**config.mk**
```make
export PLATFORM = sky130hd
export DESIGN_NAME = assembly_token_scanner
export DESIGN_NICKNAME = d
export VERILOG_FILES = /design/src/rtl/core/ats_pkg.sv /design/src/rtl/core/ats_front.sv /design/src/rtl/core/ats_queue.sv /design/src/rtl/core/ats_scan.sv /design/src/rtl/core/assembly_token_scanner.sv
export SDC_FILE = /design/constraint.sdc
export NUM_CORES = 1
export LEC_CHECK = 0
export BUFFER_PORTS_ARGS = -buffer_cell sky130_fd_sc_hd__buf_2
export CORE_ASPECT_RATIO = 1.5
export CORE_MARGIN = 2
export CORE_UTILIZATION = 35
export CTS_CLUSTER_SIZE = 10
export DETAILED_ROUTE_END_ITERATION = 16
export PLACE_DENSITY = 0.57
export SKIP_CTS_REPAIR_TIMING = 1
export SYNTH_ARGS = -nofsm -noshare
export SYNTH_HDL_FRONTEND = slang
export SYNTH_SLANG_ARGS = --single-unit
```
**constraint.sdc**
```tcl
create_clock -name clk -period 8.8 [get_ports clk]
set_input_delay 0.44 -clock clk [delete_from_list [all_inputs] [get_ports clk]]
set_output_delay 0.44 -clock clk [all_outputs]
set_load 0.02 [all_outputs]
```
**src/rtl/core/ats_pkg.sv**
```systemverilog
`default_nettype none
// ----------------------------------------------------------------------------
// ats_pkg: shared types and constants of the assembly token scanner
// Byte class record, token record, scanner mode and token kind codes.
// ----------------------------------------------------------------------------
package ats_pkg;

	// Default widths and queue size
	localparam int ImmWidthDefault = 32;
	localparam int PosWidthDefault = 32;
	localparam int QueueDepth      = 4;

	// Source bytes with a meaning of their own
	localparam logic [7:0] CH_NUL   = 8'h00;
	localparam logic [7:0] CH_TAB   = 8'h09;
	localparam logic [7:0] CH_LF    = 8'h0A;
	localparam logic [7:0] CH_VT    = 8'h0B;
	localparam logic [7:0] CH_FF    = 8'h0C;
	localparam logic [7:0] CH_CR    = 8'h0D;
	localparam logic [7:0] CH_SPACE = 8'h20;
	localparam logic [7:0] CH_MINUS = 8'h2D;
	localparam logic [7:0] CH_DOT   = 8'h2E;
	localparam logic [7:0] CH_ZERO  = 8'h30;
	localparam logic [7:0] CH_ONE   = 8'h31;
	localparam logic [7:0] CH_NINE  = 8'h39;
	localparam logic [7:0] CH_COLON = 8'h3A;
	localparam logic [7:0] CH_SEMI  = 8'h3B;
	localparam logic [7:0] CH_UA    = 8'h41;
	localparam logic [7:0] CH_UB    = 8'h42;
	localparam logic [7:0] CH_UF    = 8'h46;
	localparam logic [7:0] CH_UX    = 8'h58;
	localparam logic [7:0] CH_UZ    = 8'h5A;
	localparam logic [7:0] CH_UNDER = 8'h5F;
	localparam logic [7:0] CH_LA    = 8'h61;
	localparam logic [7:0] CH_LB    = 8'h62;
	localparam logic [7:0] CH_LF_A  = 8'h66;
	localparam logic [7:0] CH_LX    = 8'h78;
	localparam logic [7:0] CH_LZ    = 8'h7A;

	// Scanner modes
	localparam logic [2:0] MODE_IDLE    = 3'd0;
	localparam logic [2:0] MODE_COMMENT = 3'd1;
	localparam logic [2:0] MODE_ZERO    = 3'd2;
	localparam logic [2:0] MODE_BIN     = 3'd3;
	localparam logic [2:0] MODE_HEX     = 3'd4;
	localparam logic [2:0] MODE_DEC     = 3'd5;
	localparam logic [2:0] MODE_DIR     = 3'd6;
	localparam logic [2:0] MODE_IDENT   = 3'd7;

	// Token kinds
	localparam logic [2:0] KIND_END   = 3'd0;
	localparam logic [2:0] KIND_COLON = 3'd1;
	localparam logic [2:0] KIND_MINUS = 3'd2;
	localparam logic [2:0] KIND_IMM   = 3'd3;
	localparam logic [2:0] KIND_DIR   = 3'd4;
	localparam logic [2:0] KIND_IDENT = 3'd5;
	localparam logic [2:0] KIND_ERROR = 3'd6;

	// Classified source byte
	typedef struct packed {
		logic       is_end;
		logic       is_space;
		logic       is_eol;
		logic       is_semi;
		logic       is_colon;
		logic       is_minus;
		logic       is_dot;
		logic       is_zero;
		logic       is_decimal;
		logic       is_bin;
		logic       is_hex;
		logic       is_alpha;
		logic       is_b;
		logic       is_x;
		logic [3:0] dval;
	} cls_t;

	// One result token as seen on the output port
	typedef struct packed {
		logic [2:0]  kind;
		logic [31:0] value;
		logic [31:0] start;
		logic [15:0] length;
	} tok_t;

	// Sort one byte into the classes the scanner needs
	function automatic cls_t classify(input logic [7:0] c);
		cls_t r;
		logic dig;
		logic lhex;
		logic uhex;
		dig  = (c >= CH_ZERO) && (c <= CH_NINE);
		lhex = (c >= CH_LA) && (c <= CH_LF_A);
		uhex = (c >= CH_UA) && (c <= CH_UF);
		r.is_end   = (c == CH_NUL);
		r.is_eol   = (c == CH_LF) || (c == CH_CR);
		r.is_space = (c == CH_SPACE) || (c == CH_TAB) || (c == CH_FF) || (c == CH_VT) ||
			(c == CH_LF) || (c == CH_CR);
		r.is_semi  = (c == CH_SEMI);
		r.is_colon = (c == CH_COLON);
		r.is_minus = (c == CH_MINUS);
		r.is_dot   = (c == CH_DOT);
		r.is_zero  = (c == CH_ZERO);
		r.is_decimal = dig;
		r.is_bin   = (c == CH_ZERO) || (c == CH_ONE);
		r.is_hex   = dig || lhex || uhex;
		r.is_alpha = ((c >= CH_LA) && (c <= CH_LZ)) || ((c >= CH_UA) && (c <= CH_UZ)) ||
			(c == CH_UNDER);
		r.is_b     = (c == CH_LB) || (c == CH_UB);
		r.is_x     = (c == CH_LX) || (c == CH_UX);
		// letters a-f and A-F have low nibble 1..6, worth 10..15
		r.dval     = dig ? c[3:0] : (c[3:0] + 4'd9);
		return r;
	endfunction

endpackage
`default_nettype wire

```
**src/rtl/core/ats_front.sv**
```systemverilog
`default_nettype none
// ----------------------------------------------------------------------------
// ats_front: byte intake
// Accepts source bytes, classifies them and tags each with its offset.
// ----------------------------------------------------------------------------
module ats_front #(
	parameter int POS_WIDTH = ats_pkg::PosWidthDefault
) (
	input  wire                  clk,
	input  wire                  arst_n,
	input  wire                  src_valid,
	output logic                 src_ready,
	input  wire  [7:0]           ch,
	output logic                 push_valid,
	input  wire                  push_ready,
	output ats_pkg::cls_t        push_cls,
	output logic [POS_WIDTH-1:0] push_pos
);
	import ats_pkg::*;

	logic [POS_WIDTH-1:0] pos_q;
	logic                 take;

	assign src_ready  = push_ready;
	assign push_valid = src_valid;
	assign push_cls   = classify(ch);
	assign push_pos   = pos_q;
	assign take       = src_valid && push_ready;

	// Offset of the next byte: saturates, back to zero after end of input
	always_ff @(posedge clk or negedge arst_n) begin
		if (!arst_n) begin
			pos_q <= '0;
		end else if (take) begin
			if (ch == CH_NUL) begin
				pos_q <= '0;
			end else if (pos_q != {POS_WIDTH{1'b1}}) begin
				pos_q <= pos_q + 1'b1;
			end
		end
	end

endmodule
`default_nettype wire

```
**src/rtl/core/ats_queue.sv**
```systemverilog
`default_nettype none
// ----------------------------------------------------------------------------
// ats_queue: small FIFO between intake and scanner
// Register-based ring buffer; push and pop may happen in the same cycle.
// ----------------------------------------------------------------------------
module ats_queue #(
	parameter int DEPTH = ats_pkg::QueueDepth,
	parameter int WIDTH = 8
) (
	input  wire              clk,
	input  wire              arst_n,
	input  wire              push_valid,
	output logic             push_ready,
	input  wire  [WIDTH-1:0] push_data,
	output logic             pop_valid,
	input  wire              pop_ready,
	output logic [WIDTH-1:0] pop_data
);
	import ats_pkg::*;

	localparam int PTR_W = (DEPTH > 1) ? $clog2(DEPTH) : 1;
	localparam int CNT_W = $clog2(DEPTH + 1);

	logic [WIDTH-1:0] mem_q [DEPTH];
	logic [PTR_W-1:0] head_q;
	logic [PTR_W-1:0] tail_q;
	logic [CNT_W-1:0] count_q;
	logic             push_fire;
	logic             pop_fire;

	assign push_ready = (count_q != CNT_W'(DEPTH));
	assign pop_valid  = (count_q != '0);
	assign pop_data   = mem_q[head_q];
	assign push_fire  = push_valid && push_ready;
	assign pop_fire   = pop_valid && pop_ready;

	// Storage
	always_ff @(posedge clk) begin
		if (push_fire) begin
			mem_q[tail_q] <= push_data;
		end
	end

	// Pointers and fill level
	always_ff @(posedge clk or negedge arst_n) begin
		if (!arst_n) begin
			head_q  <= '0;
			tail_q  <= '0;
			count_q <= '0;
		end else begin
			if (push_fire) begin
				tail_q <= (tail_q == PTR_W'(DEPTH - 1)) ? '0 : tail_q + 1'b1;
			end
			if (pop_fire) begin
				head_q <= (head_q == PTR_W'(DEPTH - 1)) ? '0 : head_q + 1'b1;
			end
			if (push_fire && !pop_fire) begin
				count_q <= count_q + 1'b1;
			end else if (pop_fire && !push_fire) begin
				count_q <= count_q - 1'b1;
			end
		end
	end

	a_count_bound: assert property (@(posedge clk) disable iff (!arst_n)
		count_q <= CNT_W'(DEPTH))
		else $error("queue fill level beyond depth");

	a_count_up: assert property (@(posedge clk) disable iff (!arst_n)
		push_fire && !pop_fire |=> count_q == $past(count_q) + 1'b1)
		else $error("queue fill level missed a push");

	a_count_down: assert property (@(posedge clk) disable iff (!arst_n)
		pop_fire && !push_fire |=> count_q == $past(count_q) - 1'b1)
		else $error("queue fill level missed a pop");

endmodule
`default_nettype wire

```
**src/rtl/core/ats_scan.sv**
```systemverilog
`default_nettype none
// ----------------------------------------------------------------------------
// ats_scan: token scanner back end
// Steps the scan state by one classified byte per cycle when the output
// has room, and hands out the zero, one or two tokens it causes through
// an output register and a one-entry holding register for the second token.
// ----------------------------------------------------------------------------
module ats_scan #(
	parameter int IMM_WIDTH = ats_pkg::ImmWidthDefault,
	parameter int POS_WIDTH = ats_pkg::PosWidthDefault
) (
	input  wire                  clk,
	input  wire                  arst_n,
	input  wire                  hd_valid,
	output logic                 hd_ready,
	input  ats_pkg::cls_t        hd_cls,
	input  wire  [POS_WIDTH-1:0] hd_pos,
	output logic                 tok_valid,
	input  wire                  tok_ready,
	output ats_pkg::tok_t        tok,
	output logic                 tok_last
);
	import ats_pkg::*;

	// Scan state
	logic [2:0]           mode_q;
	logic [IMM_WIDTH-1:0] acc_q;
	logic [POS_WIDTH-1:0] start_q;
	logic [15:0]          run_q;

	// Output register and holding register
	logic out_v_q;
	tok_t out_q;
	logic out_last_q;
	logic pend_v_q;
	tok_t pend_q;

	// Next-state and token terms
	logic [2:0]           mode_d;
	logic [IMM_WIDTH-1:0] acc_d;
	logic [POS_WIDTH-1:0] start_d;
	logic [15:0]          run_d;
	logic [15:0]          run_inc;
	logic [IMM_WIDTH-1:0] dv;
	logic                 took;
	logic                 close_v;
	logic [2:0]           close_kind;
	logic                 beg_v;
	logic [2:0]           beg_kind;
	logic [15:0]          beg_len;
	logic [63:0]          acc_ext;
	logic [63:0]          start_ext;
	logic [63:0]          pos_ext;
	tok_t                 close_tok;
	tok_t                 beg_tok;
	logic                 pop;

	assign run_inc   = (run_q == 16'hFFFF) ? run_q : run_q + 16'd1;
	assign dv        = IMM_WIDTH'(hd_cls.dval);
	assign acc_ext   = 64'(acc_q);
	assign start_ext = 64'(start_q);
	assign pos_ext   = 64'(hd_pos);

	// One scan step for the byte at the head of the queue
	always_comb begin
		mode_d     = mode_q;
		acc_d      = acc_q;
		start_d    = start_q;
		run_d      = run_q;
		took       = 1'b0;
		close_v    = 1'b0;
		close_kind = KIND_IMM;
		beg_v      = 1'b0;
		beg_kind   = KIND_END;
		beg_len    = 16'd1;

		case (mode_q)
			MODE_COMMENT: begin
				if (hd_cls.is_eol || hd_cls.is_end) begin
					mode_d = MODE_IDLE;
				end else begin
					took = 1'b1;
				end
			end
			MODE_ZERO: begin
				if (hd_cls.is_b) begin
					mode_d = MODE_BIN;
					run_d  = run_inc;
					took   = 1'b1;
				end else if (hd_cls.is_x) begin
					mode_d = MODE_HEX;
					run_d  = run_inc;
					took   = 1'b1;
				end else if (hd_cls.is_decimal) begin
					mode_d = MODE_DEC;
					acc_d  = dv;
					run_d  = run_inc;
					took   = 1'b1;
				end else begin
					close_v = 1'b1;
				end
			end
			MODE_BIN: begin
				if (hd_cls.is_bin) begin
					acc_d = (acc_q << 1) + dv;
					run_d = run_inc;
					took  = 1'b1;
				end else begin
					close_v = 1'b1;
				end
			end
			MODE_HEX: begin
				if (hd_cls.is_hex) begin
					acc_d = (acc_q << 4) + dv;
					run_d = run_inc;
					took  = 1'b1;
				end else begin
					close_v = 1'b1;
				end
			end
			MODE_DEC: begin
				// times ten as two shifted copies
				if (hd_cls.is_decimal) begin
					acc_d = (acc_q << 3) + (acc_q << 1) + dv;
					run_d = run_inc;
					took  = 1'b1;
				end else begin
					close_v = 1'b1;
				end
			end
			MODE_DIR, MODE_IDENT: begin
				if (hd_cls.is_alpha || hd_cls.is_decimal) begin
					run_d = run_inc;
					took  = 1'b1;
				end else begin
					close_v    = 1'b1;
					close_kind = (mode_q == MODE_DIR) ? KIND_DIR : KIND_IDENT;
				end
			end
			default: begin
				mode_d = MODE_IDLE;
			end
		endcase

		// Byte not absorbed: it is skipped or opens something new
		if (!took) begin
			mode_d = MODE_IDLE;
			if (hd_cls.is_end) begin
				beg_v    = 1'b1;
				beg_kind = KIND_END;
				beg_len  = 16'd0;
				acc_d    = '0;
				start_d  = '0;
				run_d    = 16'd0;
			end else if (hd_cls.is_space) begin
				mode_d = MODE_IDLE;
			end else if (hd_cls.is_semi) begin
				mode_d = MODE_COMMENT;
			end else if (hd_cls.is_colon) begin
				beg_v    = 1'b1;
				beg_kind = KIND_COLON;
			end else if (hd_cls.is_minus) begin
				beg_v    = 1'b1;
				beg_kind = KIND_MINUS;
			end else if (hd_cls.is_decimal) begin
				mode_d  = hd_cls.is_zero ? MODE_ZERO : MODE_DEC;
				start_d = hd_pos;
				run_d   = 16'd1;
				acc_d   = dv;
			end else if (hd_cls.is_dot || hd_cls.is_alpha) begin
				mode_d  = hd_cls.is_dot ? MODE_DIR : MODE_IDENT;
				start_d = hd_pos;
				run_d   = 16'd1;
				acc_d   = '0;
			end else begin
				beg_v    = 1'b1;
				beg_kind = KIND_ERROR;
			end
		end
	end

	// Token records with saturated offsets
	always_comb begin
		close_tok.kind   = close_kind;
		close_tok.value  = (close_kind == KIND_IMM) ? acc_ext[31:0] : 32'd0;
		close_tok.start  = (start_ext > 64'h0000_0000_FFFF_FFFF) ? 32'hFFFF_FFFF :
			start_ext[31:0];
		close_tok.length = run_q;
		beg_tok.kind     = beg_kind;
		beg_tok.value    = 32'd0;
		beg_tok.start    = (pos_ext > 64'h0000_0000_FFFF_FFFF) ? 32'hFFFF_FFFF :
			pos_ext[31:0];
		beg_tok.length   = beg_len;
	end

	// Take the head byte when all its tokens have a place to go
	assign pop      = hd_valid && !pend_v_q &&
		(!out_v_q || tok_ready || !(close_v || beg_v));
	assign hd_ready = pop;

	// Scan state registers
	always_ff @(posedge clk or negedge arst_n) begin
		if (!arst_n) begin
			mode_q  <= MODE_IDLE;
			acc_q   <= '0;
			start_q <= '0;
			run_q   <= '0;
		end else if (pop) begin
			mode_q  <= mode_d;
			acc_q   <= acc_d;
			start_q <= start_d;
			run_q   <= run_d;
		end
	end

	// Output and holding registers
	always_ff @(posedge clk or negedge arst_n) begin
		if (!arst_n) begin
			out_v_q  <= 1'b0;
			pend_v_q <= 1'b0;
		end else if (pop && (close_v || beg_v)) begin
			out_v_q  <= 1'b1;
			pend_v_q <= close_v && beg_v;
		end else if (out_v_q && tok_ready) begin
			out_v_q  <= pend_v_q;
			pend_v_q <= 1'b0;
		end
	end

	always_ff @(posedge clk) begin
		if (pop && (close_v || beg_v)) begin
			out_q      <= close_v ? close_tok : beg_tok;
			out_last_q <= !(close_v && beg_v);
			pend_q     <= beg_tok;
		end else if (out_v_q && tok_ready && pend_v_q) begin
			out_q      <= pend_q;
			out_last_q <= 1'b1;
		end
	end

	assign tok_valid = out_v_q;
	assign tok       = out_q;
	assign tok_last  = out_last_q;

	a_pend_behind_out: assert property (@(posedge clk) disable iff (!arst_n)
		pend_v_q |-> out_v_q && !out_last_q)
		else $error("held token without a first token in front");

	a_end_is_last: assert property (@(posedge clk) disable iff (!arst_n)
		out_v_q && out_q.kind == KIND_END |-> out_last_q && out_q.length == 16'd0)
		else $error("end token not last or with nonzero length");

	a_no_pop_on_pend: assert property (@(posedge clk) disable iff (!arst_n)
		pend_v_q |-> !pop)
		else $error("byte taken while a second token is held");

endmodule
`default_nettype wire

```
**src/rtl/core/assembly_token_scanner.sv**
```systemverilog
`default_nettype none
// ----------------------------------------------------------------------------
// assembly_token_scanner: streaming lexer for assembly source
// Takes one source byte per item and returns tokens with kind, immediate
// value, start offset and length.
//
//   channel | signals                                   | role
//   --------+-------------------------------------------+---------------------
//   source  | src_valid, src_ready, ch                  | one byte, 0 = end
//   tokens  | tok_valid, tok_ready, token_kind,         | one token, last marks
//           | imm_value, token_start, token_length, last| the byte's final one
//
// A byte enters the intake queue in the cycle it is accepted and is scanned
// from its head; its first token is registered and shown in the cycle after.
// The scanner takes one byte per cycle while the output has room; a byte
// that ends one token and emits another holds back the next byte until
// its second token leaves the holding register. The four-entry queue lets
// intake continue while the output stalls. Reset is asynchronous and clears
// the queue, the scan state and the output register; no clearing pass.
// ----------------------------------------------------------------------------
module assembly_token_scanner #(
	parameter int IMM_WIDTH = ats_pkg::ImmWidthDefault,
	parameter int POS_WIDTH = ats_pkg::PosWidthDefault
) (
	input  wire         clk,
	input  wire         arst_n,
	input  wire         src_valid,
	output logic        src_ready,
	input  wire  [7:0]  ch,
	output logic        tok_valid,
	input  wire         tok_ready,
	output logic [2:0]  token_kind,
	output logic [31:0] imm_value,
	output logic [31:0] token_start,
	output logic [15:0] token_length,
	output logic        last
);
	import ats_pkg::*;

	localparam int ItemW = $bits(cls_t) + POS_WIDTH;

	logic                 push_valid;
	logic                 push_ready;
	cls_t                 push_cls;
	logic [POS_WIDTH-1:0] push_pos;
	logic                 hd_valid;
	logic                 hd_ready;
	logic [ItemW-1:0]     hd_data;
	cls_t                 hd_cls;
	logic [POS_WIDTH-1:0] hd_pos;
	tok_t                 tok;

	// Intake and classification
	ats_front #(
		.POS_WIDTH(POS_WIDTH)
	) u_front (
		.clk       (clk),
		.arst_n    (arst_n),
		.src_valid (src_valid),
		.src_ready (src_ready),
		.ch        (ch),
		.push_valid(push_valid),
		.push_ready(push_ready),
		.push_cls  (push_cls),
		.push_pos  (push_pos)
	);

	// Decoupling queue
	ats_queue #(
		.DEPTH(QueueDepth),
		.WIDTH(ItemW)
	) u_queue (
		.clk       (clk),
		.arst_n    (arst_n),
		.push_valid(push_valid),
		.push_ready(push_ready),
		.push_data ({push_cls, push_pos}),
		.pop_valid (hd_valid),
		.pop_ready (hd_ready),
		.pop_data  (hd_data)
	);

	assign hd_cls = hd_data[ItemW-1:POS_WIDTH];
	assign hd_pos = hd_data[POS_WIDTH-1:0];

	// Scanner and output stage
	ats_scan #(
		.IMM_WIDTH(IMM_WIDTH),
		.POS_WIDTH(POS_WIDTH)
	) u_scan (
		.clk      (clk),
		.arst_n   (arst_n),
		.hd_valid (hd_valid),
		.hd_ready (hd_ready),
		.hd_cls   (hd_cls),
		.hd_pos   (hd_pos),
		.tok_valid(tok_valid),
		.tok_ready(tok_ready),
		.tok      (tok),
		.tok_last (last)
	);

	assign token_kind   = tok.kind;
	assign imm_value    = tok.value;
	assign token_start  = tok.start;
	assign token_length = tok.length;

endmodule
`default_nettype wire

```
* Word-level counts from Yosys, hierarchy flattened *
Memory sizes are Yosys's and may differ from the RTL's.
Cells that the tools add are included.

word-level totals
  output and inout bits = 86
  logic and storage cells = 240
  RAM bits = 200
  bits in registers = 259
  input port bits = 12
  memories kept = 1

memory list
  name           depth  bits a word  read ports  clocked after Yosys merged registers in  write ports  RTL line         text
  u_queue.mem_q  4      50           1           0                                        1            ats_queue.sv:24  logic [WIDTH-1:0] mem_q [DEPTH];

operators by class
  bitwise gates (word level) = 1
  reduce and logical (&&, ||, !) cells = 52
  magnitude comparators = 10
  equality and inequality tests = 37
  muxes and demuxes = 110
  add/sub/neg operators = 11

operators by type and width
  kind                                                                   number
  32-bit 2-to-1 mux                                                      26
  16-bit 2-to-1 mux                                                      16
  83-bit 2-to-1 mux                                                      3
  32-bit one-hot mux with 4 select lines                                 1
  32-bit by 4-bit adder with 32-bit output                               3
  16-bit one-hot mux with 5 select lines                                 1
  3-bit 2-to-1 mux                                                       25
  32-bit > comparator, second input constant                             2
  8-bit by 6-bit equality test with 1-bit output, second input constant  7
  8-bit by 4-bit equality test with 1-bit output, second input constant  5
  8-bit by 7-bit equality test with 1-bit output, second input constant  5
  32-bit by 1-bit adder with 32-bit output, second input constant        1
  32-bit adder                                                           1
  8-bit by 7-bit <= comparator with 1-bit output, second input constant  4
  1-bit 2-to-1 mux                                                       32
  32-bit != test, second input constant                                  1
  1-bit logical OR                                                       19
  16-bit by 1-bit adder with 16-bit output, second input constant        1
  16-bit equality test, second input constant                            1
  8-bit by 7-bit >= comparator with 1-bit output, second input constant  2
  1-bit logical AND                                                      15
  3-bit equality test, second input constant                             4
  3-bit by 2-bit equality test with 1-bit output, second input constant  3
  3-bit one-hot mux with 3 select lines                                  1
  other kinds (26)                                                       42

* Logic depth before layout (Yosys ltp) *
Gate-level depths: netlist of run 1.
An unclocked memory read counts as a cell.

  word-level depth = 18
  depth in mapped cells = 17
  depth with buffers taken out = 13

* Hierarchy *
A second synthesis of run 1 with hierarchy kept.

second synthesis, totals
  cell total of the unflattened synthesis = 1827
  area total of the unflattened synthesis = 22195.0 µm²

modules (own cells, without submodules)
  module     area an instance (µm²)  sequential area each (µm²)  cells an instance  times used
  ats_scan   12175.4                 5730.5                      1245               1
  ats_queue  7716.2                  6180.9                      299                1
  ats_front  2303.5                  800.8                       283                1

* Worst setup path before layout of run 1 *
No wires, ideal clock.

  path kind = reg-to-reg
  start point = reg u_queue.head_q[0]
  end point = reg u_scan.acc_q[24]
  buffers on the path = 4
  path slack = 3.944 ns
  data required time = 8.667 ns
  arrival time = 4.723 ns
  cell stages (with the launch flop) = 18
  library setup time = 0.133 ns
  period minus slack after synthesis = 4.856 ns
  cell sequence = dfrtp_1 buf_6 buf_2 buf_2 buf_1 mux4_2 ha_1 ha_1 inv_1 fa_1 nor2b_1 o31ai_1 a211oi_1 nor3_1 o41ai_1 mux2i_1 a221oi_1 o21ai_0

on the way
  cells in the longest elaborated chain, start to end = 14
  elaborated cells on any way between the ends = 49
  classes of those cells = add/sub (3); mux (38); reduce/logical (7); memory (1)

RTL lines
  what                                                                               RTL line         text
  from (decl)                                                                        ats_queue.sv:25  logic [PTR_W-1:0] head_q;
  from (signal assigned)                                                             ats_queue.sv:55  head_q <= (head_q == PTR_W'(DEPTH - 1)) ? '0 : head_q + 1'b1;
  memory read 4 x 50 bit (*)                                                         --
  branches (longest 13 deep; another with 32-bit by 4-bit adder with 32-bit output)  --
  to (signal assigned)                                                               ats_scan.sv:205  acc_q <= '0;
  to (signal assigned)                                                               ats_scan.sv:210  acc_q <= acc_d;
  to (decl)                                                                          ats_scan.sv:27   logic [IMM_WIDTH-1:0] acc_q;

Every way passes the cells marked *.
A chain may end at the register's enable or synchronous reset.

* Worst setup path in the final report of run 1 *
  start point = reg u_queue.head_q[0]
  end point = reg u_scan.out_q (netlist bit u_scan.tok[41]), data pin

on the way
  cells in the longest elaborated chain, start to end = 16
  elaborated cells on any way between the ends = 36
  classes of those cells = order compare (1); mux (26); reduce/logical (8); memory (1)

RTL lines
  what                        RTL line                          text
  memory read 4 x 50 bit (*)  --
  1-bit logical OR            ats_scan.sv:170                   end else if (hd_cls.is_dot || hd_cls.is_alpha) begin
  1-bit 2-to-1 mux            ats_scan.sv:170
  1-bit 2-to-1 mux            ats_scan.sv:165                   end else if (hd_cls.is_decimal) begin
  1-bit 2-to-1 mux            ats_scan.sv:162                   end else if (hd_cls.is_minus) begin
  1-bit 2-to-1 mux            ats_scan.sv:159                   end else if (hd_cls.is_colon) begin
  1-bit 2-to-1 mux            ats_scan.sv:157                   end else if (hd_cls.is_semi) begin
  1-bit 2-to-1 mux            ats_scan.sv:155                   end else if (hd_cls.is_space) begin
  1-bit 2-to-1 mux            ats_scan.sv:148                   if (hd_cls.is_end) begin
  1-bit 2-to-1 mux            ats_scan.sv:146                   if (!took) begin
  1-bit logical OR            ats_scan.sv:198, ats_scan.sv:231
  1-bit logical NOT           ats_scan.sv:198                   (!out_v_q || tok_ready || !(close_v || beg_v));
  1-bit logical OR            ats_scan.sv:198
  1-bit logical AND           ats_scan.sv:197                   assign pop = hd_valid && !pend_v_q &&
  1-bit logical AND           ats_scan.sv:231                   if (pop && (close_v || beg_v)) begin
  83-bit 2-to-1 mux (*)       ats_scan.sv:231
  to (signal assigned)        ats_scan.sv:232                   out_q <= close_v ? close_tok : beg_tok;
  to (signal assigned)        ats_scan.sv:236                   out_q <= pend_q;
  to (decl)                   ats_scan.sv:33                    tok_t out_q;

Every way passes the cells marked *; elsewhere a longest branch is shown, timed or not.

==> results.py, run 1 <==
metrics = {
    "run_status": {
        "outcome": "finished, violations left",
        "violations": "negative hold slack",
    },
    "worst_setup_path": {
        "arrival_ns": 5.90,
        "required_ns": 9.09,
        "critPathMaxFanout": 73,
        "start_kind": "flop",
        "r2r_start": "u_queue.head_q[0]",
        "timing.critical_path.to_type": "flop",
        "path_cells": "mux4_2, or3b_1, buf_4, nand2_1, o21ai_4, buf_4, a31o_4, clkinv_2, a21oi_4, buf_4, buf_4, a31oi_1",
        "slowest_delay_ns": 0.70,
        "slowest_stage": "buf_4",
        "reg2regPathDepth": 12,
        "r2r_end": "u_scan.tok[41]",
        "rrSetupSlack_ns": 3.19,
        "cp_common_cell": "buf_4",
        "crit_type": "flop to flop",
    },
    "routing": {
        "via_count": 15000,
        "drt_iter0_markers": 1198,
        "drtPass1Iterations": 7,
        "wl_per_cell_um": 20.6,
        "postRouteAntennaNets": 0,
        "drt-total-wl_um": 56400,
        "drc_errors": 0,
        "post_drt_via_cell_ratio": 5.48,
    },
    "sta": {
        "slew_headroom_pct": 31.3,
        "min_period_ns": 5.61,
        "timing.hold.ws_ns": -0.0501,
        "setup_viol": 0,
        "fin_skew_ns": 0.0209,
        "period_share_pct": 63.7,
        "drv_slew": 0,
        "rsz0062_at_grt": "false",
        "hold_violations": 34,
        "tightestPinTransition_ns": 1.02,
        "tns_ns": 0,
        "postLayoutSetupSlackWorst_ns": 3.19,
        "fmaxAchievable_ghz": 0.178,
    },
    "placement": {
        "placement.setup.worst_slack_ns": 3.24,
        "port_buffers": 97,
        "gp_congestion": 0.891,
        "dp.cells": 2646,
        "place_hpwl_um": 37700,
    },
    "grt": {
        "antenna_found_initial": 1,
        "grt_pass1_wl_um": 88300,
        "grt_util_all_layers_pct": 17.5,
        "gr-total-overflow": 0,
        "grt_max_degree": 86,
        "grt_pass1_vias": 15500,
    },
    "job": {
        "maxCapViolCount": 0,
    },
    "pwr": {
        "netSwitchingPower_mw": 3.58,
        "power_density_nw_per_um2": 362,
        "internal-power_mw": 5.32,
        "p_leak_nw": 9.67,
        "seqPwrFrac_pct": 39.7,
        "combPwrFrac_pct": 38.1,
        "switching_share_pct": 40.2,
        "p_total_mw": 8.89,
        "pwr-share-clk_pct": 22.2,
        "ir_worst_vdd_mv": 0.278,
    },
    "synth": {
        "async_flop_share_pct": 27.9,
        "synthTopCellsByArea": "edfxtp_1 44%, dfrtp_1 14%, mux4_2 5.2%",
        "netlist_instances": 1827,
        "synth_common_cells": "320 x edfxtp_1, 245 x nand2_1, 126 x nor2_1",
        "synth_top_area_share_pct": 44.2,
        "yosysWarningCount": 0,
        "ys.flop_type": "edfxtp_1",
        "synth_most_common_cell": "edfxtp_1",
        "yosys.area.top_type": "edfxtp_1",
        "yosysSeqAreaShare_pct": 58.4,
        "synth_edf_count": 320,
        "syn_nets": 1916,
        "ys_seq_elements": 444,
        "ys_types": 83,
        "synth_area_per_cell_um2": 11.9,
        "syn_area_um2": 21800,
    },
    "die": {
        "die_w_um": 208,
        "num_rows": 112,
        "core_um2": 61800,
        "die_area_um2": 64200,
        "die_height_um": 309,
        "boundaryPins": 98,
        "start_util_pct": 35.2,
    },
    "clock_network": {
        "cts_buffers": 51,
        "clk_latency_ns": 0.59,
        "clk_pin_slew_worst_paths_ns": 0.06,
        "cts_sinks": 444,
        "cts_buffer_depth": 3,
        "cts_root_buf": "clkbuf_16",
        "cts_tree": "built",
        "ctsHtreeMaxLevel": 2,
    },
    "worst_hold_path": {
        "hp-class": "primary input to async pin",
    },
    "layout": {
        "layout-drive-gt1-share_pct": 13.4,
        "multiInputGateArea_um2": 8540,
        "finalNonFillerCells": 2742,
        "seqCellArea_um2": 12700,
        "areaGrowthSynthToFinish_pct": 13.0,
        "n_fill_cell": 5775,
        "diodes": 0,
        "fin_nets": 1990,
    },
}
worst max-delay path: cells and delay by family (launching register included):
family	cells	cell delay [ns]
buffers and inverters	5	2.39
AO/OA/AOI/OAI	4	1.14
flip-flops	1	0.67
multiplexers	1	0.64
AND/OR/NAND/NOR	2	0.37
worst max-delay path by stage:
stage | startpoint | endpoint | slack [ns] | cells past startpoint
3_5_place_dp | u_queue.head_q[0] | u_scan.tok[41] | 3.24 | 12
2_1_floorplan | u_queue.head_q[0] | u_scan.acc_q[24] | 3.94 | 17
6_report | u_queue.head_q[0] | u_scan.tok[41] | 3.19 | 12
3_3_place_gp | u_queue.head_q[0] | u_scan.tok[42] | 3.39 | 12
5_1_grt | u_queue.head_q[0] | u_scan.tok[40] | 2.85 | 12
4_1_cts | u_queue.head_q[0] | u_scan.tok[41] | 3.23 | 12
per-stage QoR:
step | util (%) | hold slack, ns | cell area, um2
floorplan | - | 0.144 | 21800
global placement | 37.3 | 0.461 | 23100
detailed placement | 37.3 | 0.470 | 23100
CTS | 39.8 | -0.0326 | 24600
global route | 39.8 | 0.0148 | 24600
finish | 39.8 | -0.0501 | 24600
sequential cells by signal, summed over array words and instances, names as in the netlist:
name and cells:
u_front.push_pos 32, u_queue.count_q 3, u_queue.head_q 2, u_queue.mem_q 200
u_queue.tail_q 2, u_scan.acc_q 32, u_scan.mode_q 3, u_scan.pend_q 36
u_scan.pend_v_q 1, u_scan.run_q 16, u_scan.start_q 32, u_scan.tok 83
u_scan.tok_last 1, u_scan.tok_valid 1
final cells by class:
type                       instances  share of cell area (%)
inverter                          38                   0.585
tap                              798                    4.06
sequential                       444                    51.7
timing repair buffer             119                    2.67
clock inverter                     5                   0.310
clock buffer                      91                    5.97
multi-input combinational       1247                    34.7
metal layers:
layer	share of wire, %	GRT usage [%]	vias up	wire [um]
met1	39	20.0	7528	22100
li1	-	-	7015	-
met5	0	0	-	0
met4	3.2	6.64	0	1780
met3	3.6	1.74	84	2050
met2	54	33.4	390	30500
cells in the final DEF (no fill, tap or decap), drive strengths merged, types with 6 or more instances in the layout:
cell type    n
xor2        41
nand4       23
inv         38
nor4         8
nand2      247
and2        18
dfrtp      124
nand3       48
mux4        50
nor2b        9
a222oi      15
a21o        24
a31oi       45
o21ai      113
nor2       127
nor3        32
or3         16
o211ai       6
buf        119
o22ai        7
nand2b       7
o21a        11
o31ai        7
xnor2       36
ha          73
clkbuf      91
a21oi       85
and4        11
edfxtp     320
a221oi       6
and3        77
a22oi        8
logic make-up (layout without fill, tap and decap cells):
group / count (synthesis) / after routing / synth area share, %
AND/OR/NAND/NOR: 646 / 646 / 14.2
flip-flops: 444 / 444 / 58.4
AO/OA/AOI/OAI: 388 / 388 / 11.5
buffers and inverters: 136 / 253 / 2.56
adder cells (fa/ha/maj): 77 / 77 / 4.56
XOR/XNOR: 77 / 77 / 3.10
multiplexers: 59 / 59 / 5.61
power by group through the flow:
stage	registers [mW]	logic [mW]	clock network, mW
final	3.53	3.39	1.97
after global routing	3.59	3.73	2.10
after CTS	3.54	3.43	2.02
after detailed placement	3.57	3.42	0
after global placement	3.56	3.35	0
after floorplan	3.67	2.21	0
(Power assumes the default switching activity.)
==> inputs of run 2 (changes only) <==
Settings changed: PLACE_DENSITY 0.57 to 0.59.
Clock period 8.8 ns to 4.8 ns, I/O delays scaled along.
==> run 2 against run 1 <==
The run now ends clean. Total power increased by 83%. Sequential power increased by 79%. Hold slack better by 0.12 ns. Combinational power grew 91%. Utilization up 0.11 points. Via count up 0.41%. First-iteration DRC count fell by 8.3%.
==> results.py, run 2 (synthesis gave the netlist of run 1 again) <==
metrics = {
    "run_status": {
        "outcome": "finished, final reports clean",
    },
    "layout": {
        "n_fill_cell": 5826,
        "diodes": 0,
        "layout-drive-gt1-share_pct": 13.6,
        "final_cell_mix": "320 x edfxtp_1, 245 x nand2_1, 125 x nor2_1",
        "largest-register": "u_queue.mem_q",
        "final_common_cell": "edfxtp_1",
        "fin_nets": 1999,
        "largest_reg_flops": 200,
        "areaGrowthSynthToFinish_pct": 13.3,
    },
    "die": {
        "num_rows": 112,
        "start_util_pct": 35.2,
        "die_w_um": 208,
        "boundaryPins": 98,
        "die_height_um": 309,
        "core_um2": 61800,
        "die_area_um2": 64200,
    },
    "sta": {
        "drv_slew": 0,
        "period_share_pct": 90.1,
        "fmaxAchievable_ghz": 0.231,
        "hold_violations": 0,
        "tightestPinTransition_ns": 0.999,
        "min_period_ns": 4.33,
        "fin_skew_ns": 0.0314,
        "rsz0062_at_grt": "false",
        "setup_viol": 0,
        "tns_ns": 0,
        "slew_headroom_pct": 33.4,
    },
    "worst_setup_path": {
        "critPathMaxFanout": 32,
        "worstSetupEndpoint": "u_scan.tok[53]",
        "arrival_ns": 4.64,
        "start_kind": "flop",
        "r2r_end": "u_scan.tok[53]",
        "timing.critical_path.to_type": "flop",
        "required_ns": 5.12,
        "rrSetupSlack_ns": 0.47,
        "reg2regPathDepth": 11,
        "r2r_start": "u_queue.head_q[0]",
        "critPathLaunch": "u_queue.head_q[0]",
        "crit_type": "flop to flop",
    },
    "pwr": {
        "ir_worst_vdd_mv": 0.538,
        "power_density_nw_per_um2": 661,
        "p_total_mw": 16.3,
        "p_leak_nw": 9.69,
    },
    "routing": {
        "wl_per_cell_um": 19.7,
        "via_count": 15100,
        "drt_iter0_markers": 1098,
        "drt-total-wl_um": 54100,
        "postRouteAntennaNets": 0,
        "drtPass1Iterations": 5,
        "drc_errors": 0,
        "post_drt_via_cell_ratio": 5.49,
    },
    "placement": {
        "gp_congestion": 0.864,
        "port_buffers": 97,
        "place_hpwl_um": 36100,
    },
    "grt": {
        "gr-total-overflow": 0,
        "grt_pass1_wl_um": 85800,
        "antenna_found_initial": 1,
        "grt_max_degree": 108,
        "grt_pass1_vias": 15300,
        "grt_util_all_layers_pct": 16.8,
    },
    "clock_network": {
        "ctsHtreeMaxLevel": 2,
        "clk_pin_slew_worst_paths_ns": 0.06,
        "cts_sinks": 444,
        "clk_latency_ns": 0.59,
        "cts_buffers": 51,
        "cts_buffer_depth": 3,
        "cts_root_buf": "clkbuf_16",
        "cts_tree": "built",
    },
    "job": {
        "maxCapViolCount": 0,
    },
    "worst_hold_path": {
        "hp-class": "primary input to flop",
    },
}
-- run 2: final cells by class --
class	instances	area, um2	share of cell area, %
multi-input combinational	1247	8540	34.6
clock buffer	87	1410	5.72
clock inverter	5	80.1	0.325
inverter	38	144	0.583
sequential	444	12700	51.6
tap	798	998	4.05
timing repair buffer	128	779	3.16
-- run 2: how the worst min path moves through the flow --
stage | startpoint | endpoint | slack, ns | depth (start not counted)
finish | ch[5] | u_queue.mem_q[3][47] | 0.07 | 2
global placement | arst_n | u_scan.start_q[29] | 0.39 | 1
floorplan | arst_n | u_front.push_pos[0] | -0.06 | 0
detailed placement | arst_n | u_scan.start_q[29] | 0.39 | 1
CTS | arst_n | u_scan.start_q[18] | -0.25 | 1
global route | ch[5] | u_queue.mem_q[3][47] | 0.08 | 2
-- run 2: power breakdown --
group          total [mW]  switching, mW  leakage, nW  internal [mW]
Clock                3.52           1.52        0.704           2.00
Combinational        6.47           4.45         4.26           2.02
Sequential           6.32          0.538         4.73           5.78
Total                16.3           6.51         9.69           9.80
-- run 2: critical path, stage by stage, from the launching register on --
cell	delay, ns
dfrtp_4	0.52
buf_4	0.37
mux4_2	0.73
o31a_1	0.39
nor4_4	0.44
o211ai_4	0.18
a31o_4	0.38
clkinv_2	0.12
buf_4	0.34
nor2_1	0.07
buf_4	0.25
and3_1	0.23
-- run 2: per-layer routing --
layer / vias up / GRT usage [%] / share of wire, %
met1: 7488 / 19.3 / 40
met2: 423 / 31.5 / 53
met5: - / 0 / 0.020
li1: 7047 / - / -
met4: 2 / 6.99 / 3.6
met3: 119 / 1.95 / 3.9
-- run 2: metrics by stage --
| stage | cells | hold WS [ns] | instance area [um2] | util [%] | worst slack (ns) |
|---|---|---|---|---|---|
| final | 2747 | 0.0707 | 24700 | 39.9 | 0.474 |
| after global routing | 2747 | 0.0795 | 24700 | 39.9 | 0.174 |
| after CTS | 2745 | -0.251 | 24600 | 39.9 | 0.432 |
| after detailed placement | 2653 | 0.387 | 23200 | 37.5 | 0.468 |
| after global placement | 2653 | 0.387 | 23200 | 37.5 | 0.517 |
| after floorplan | 1827 | -0.0556 | 21800 | - | 0.158 |
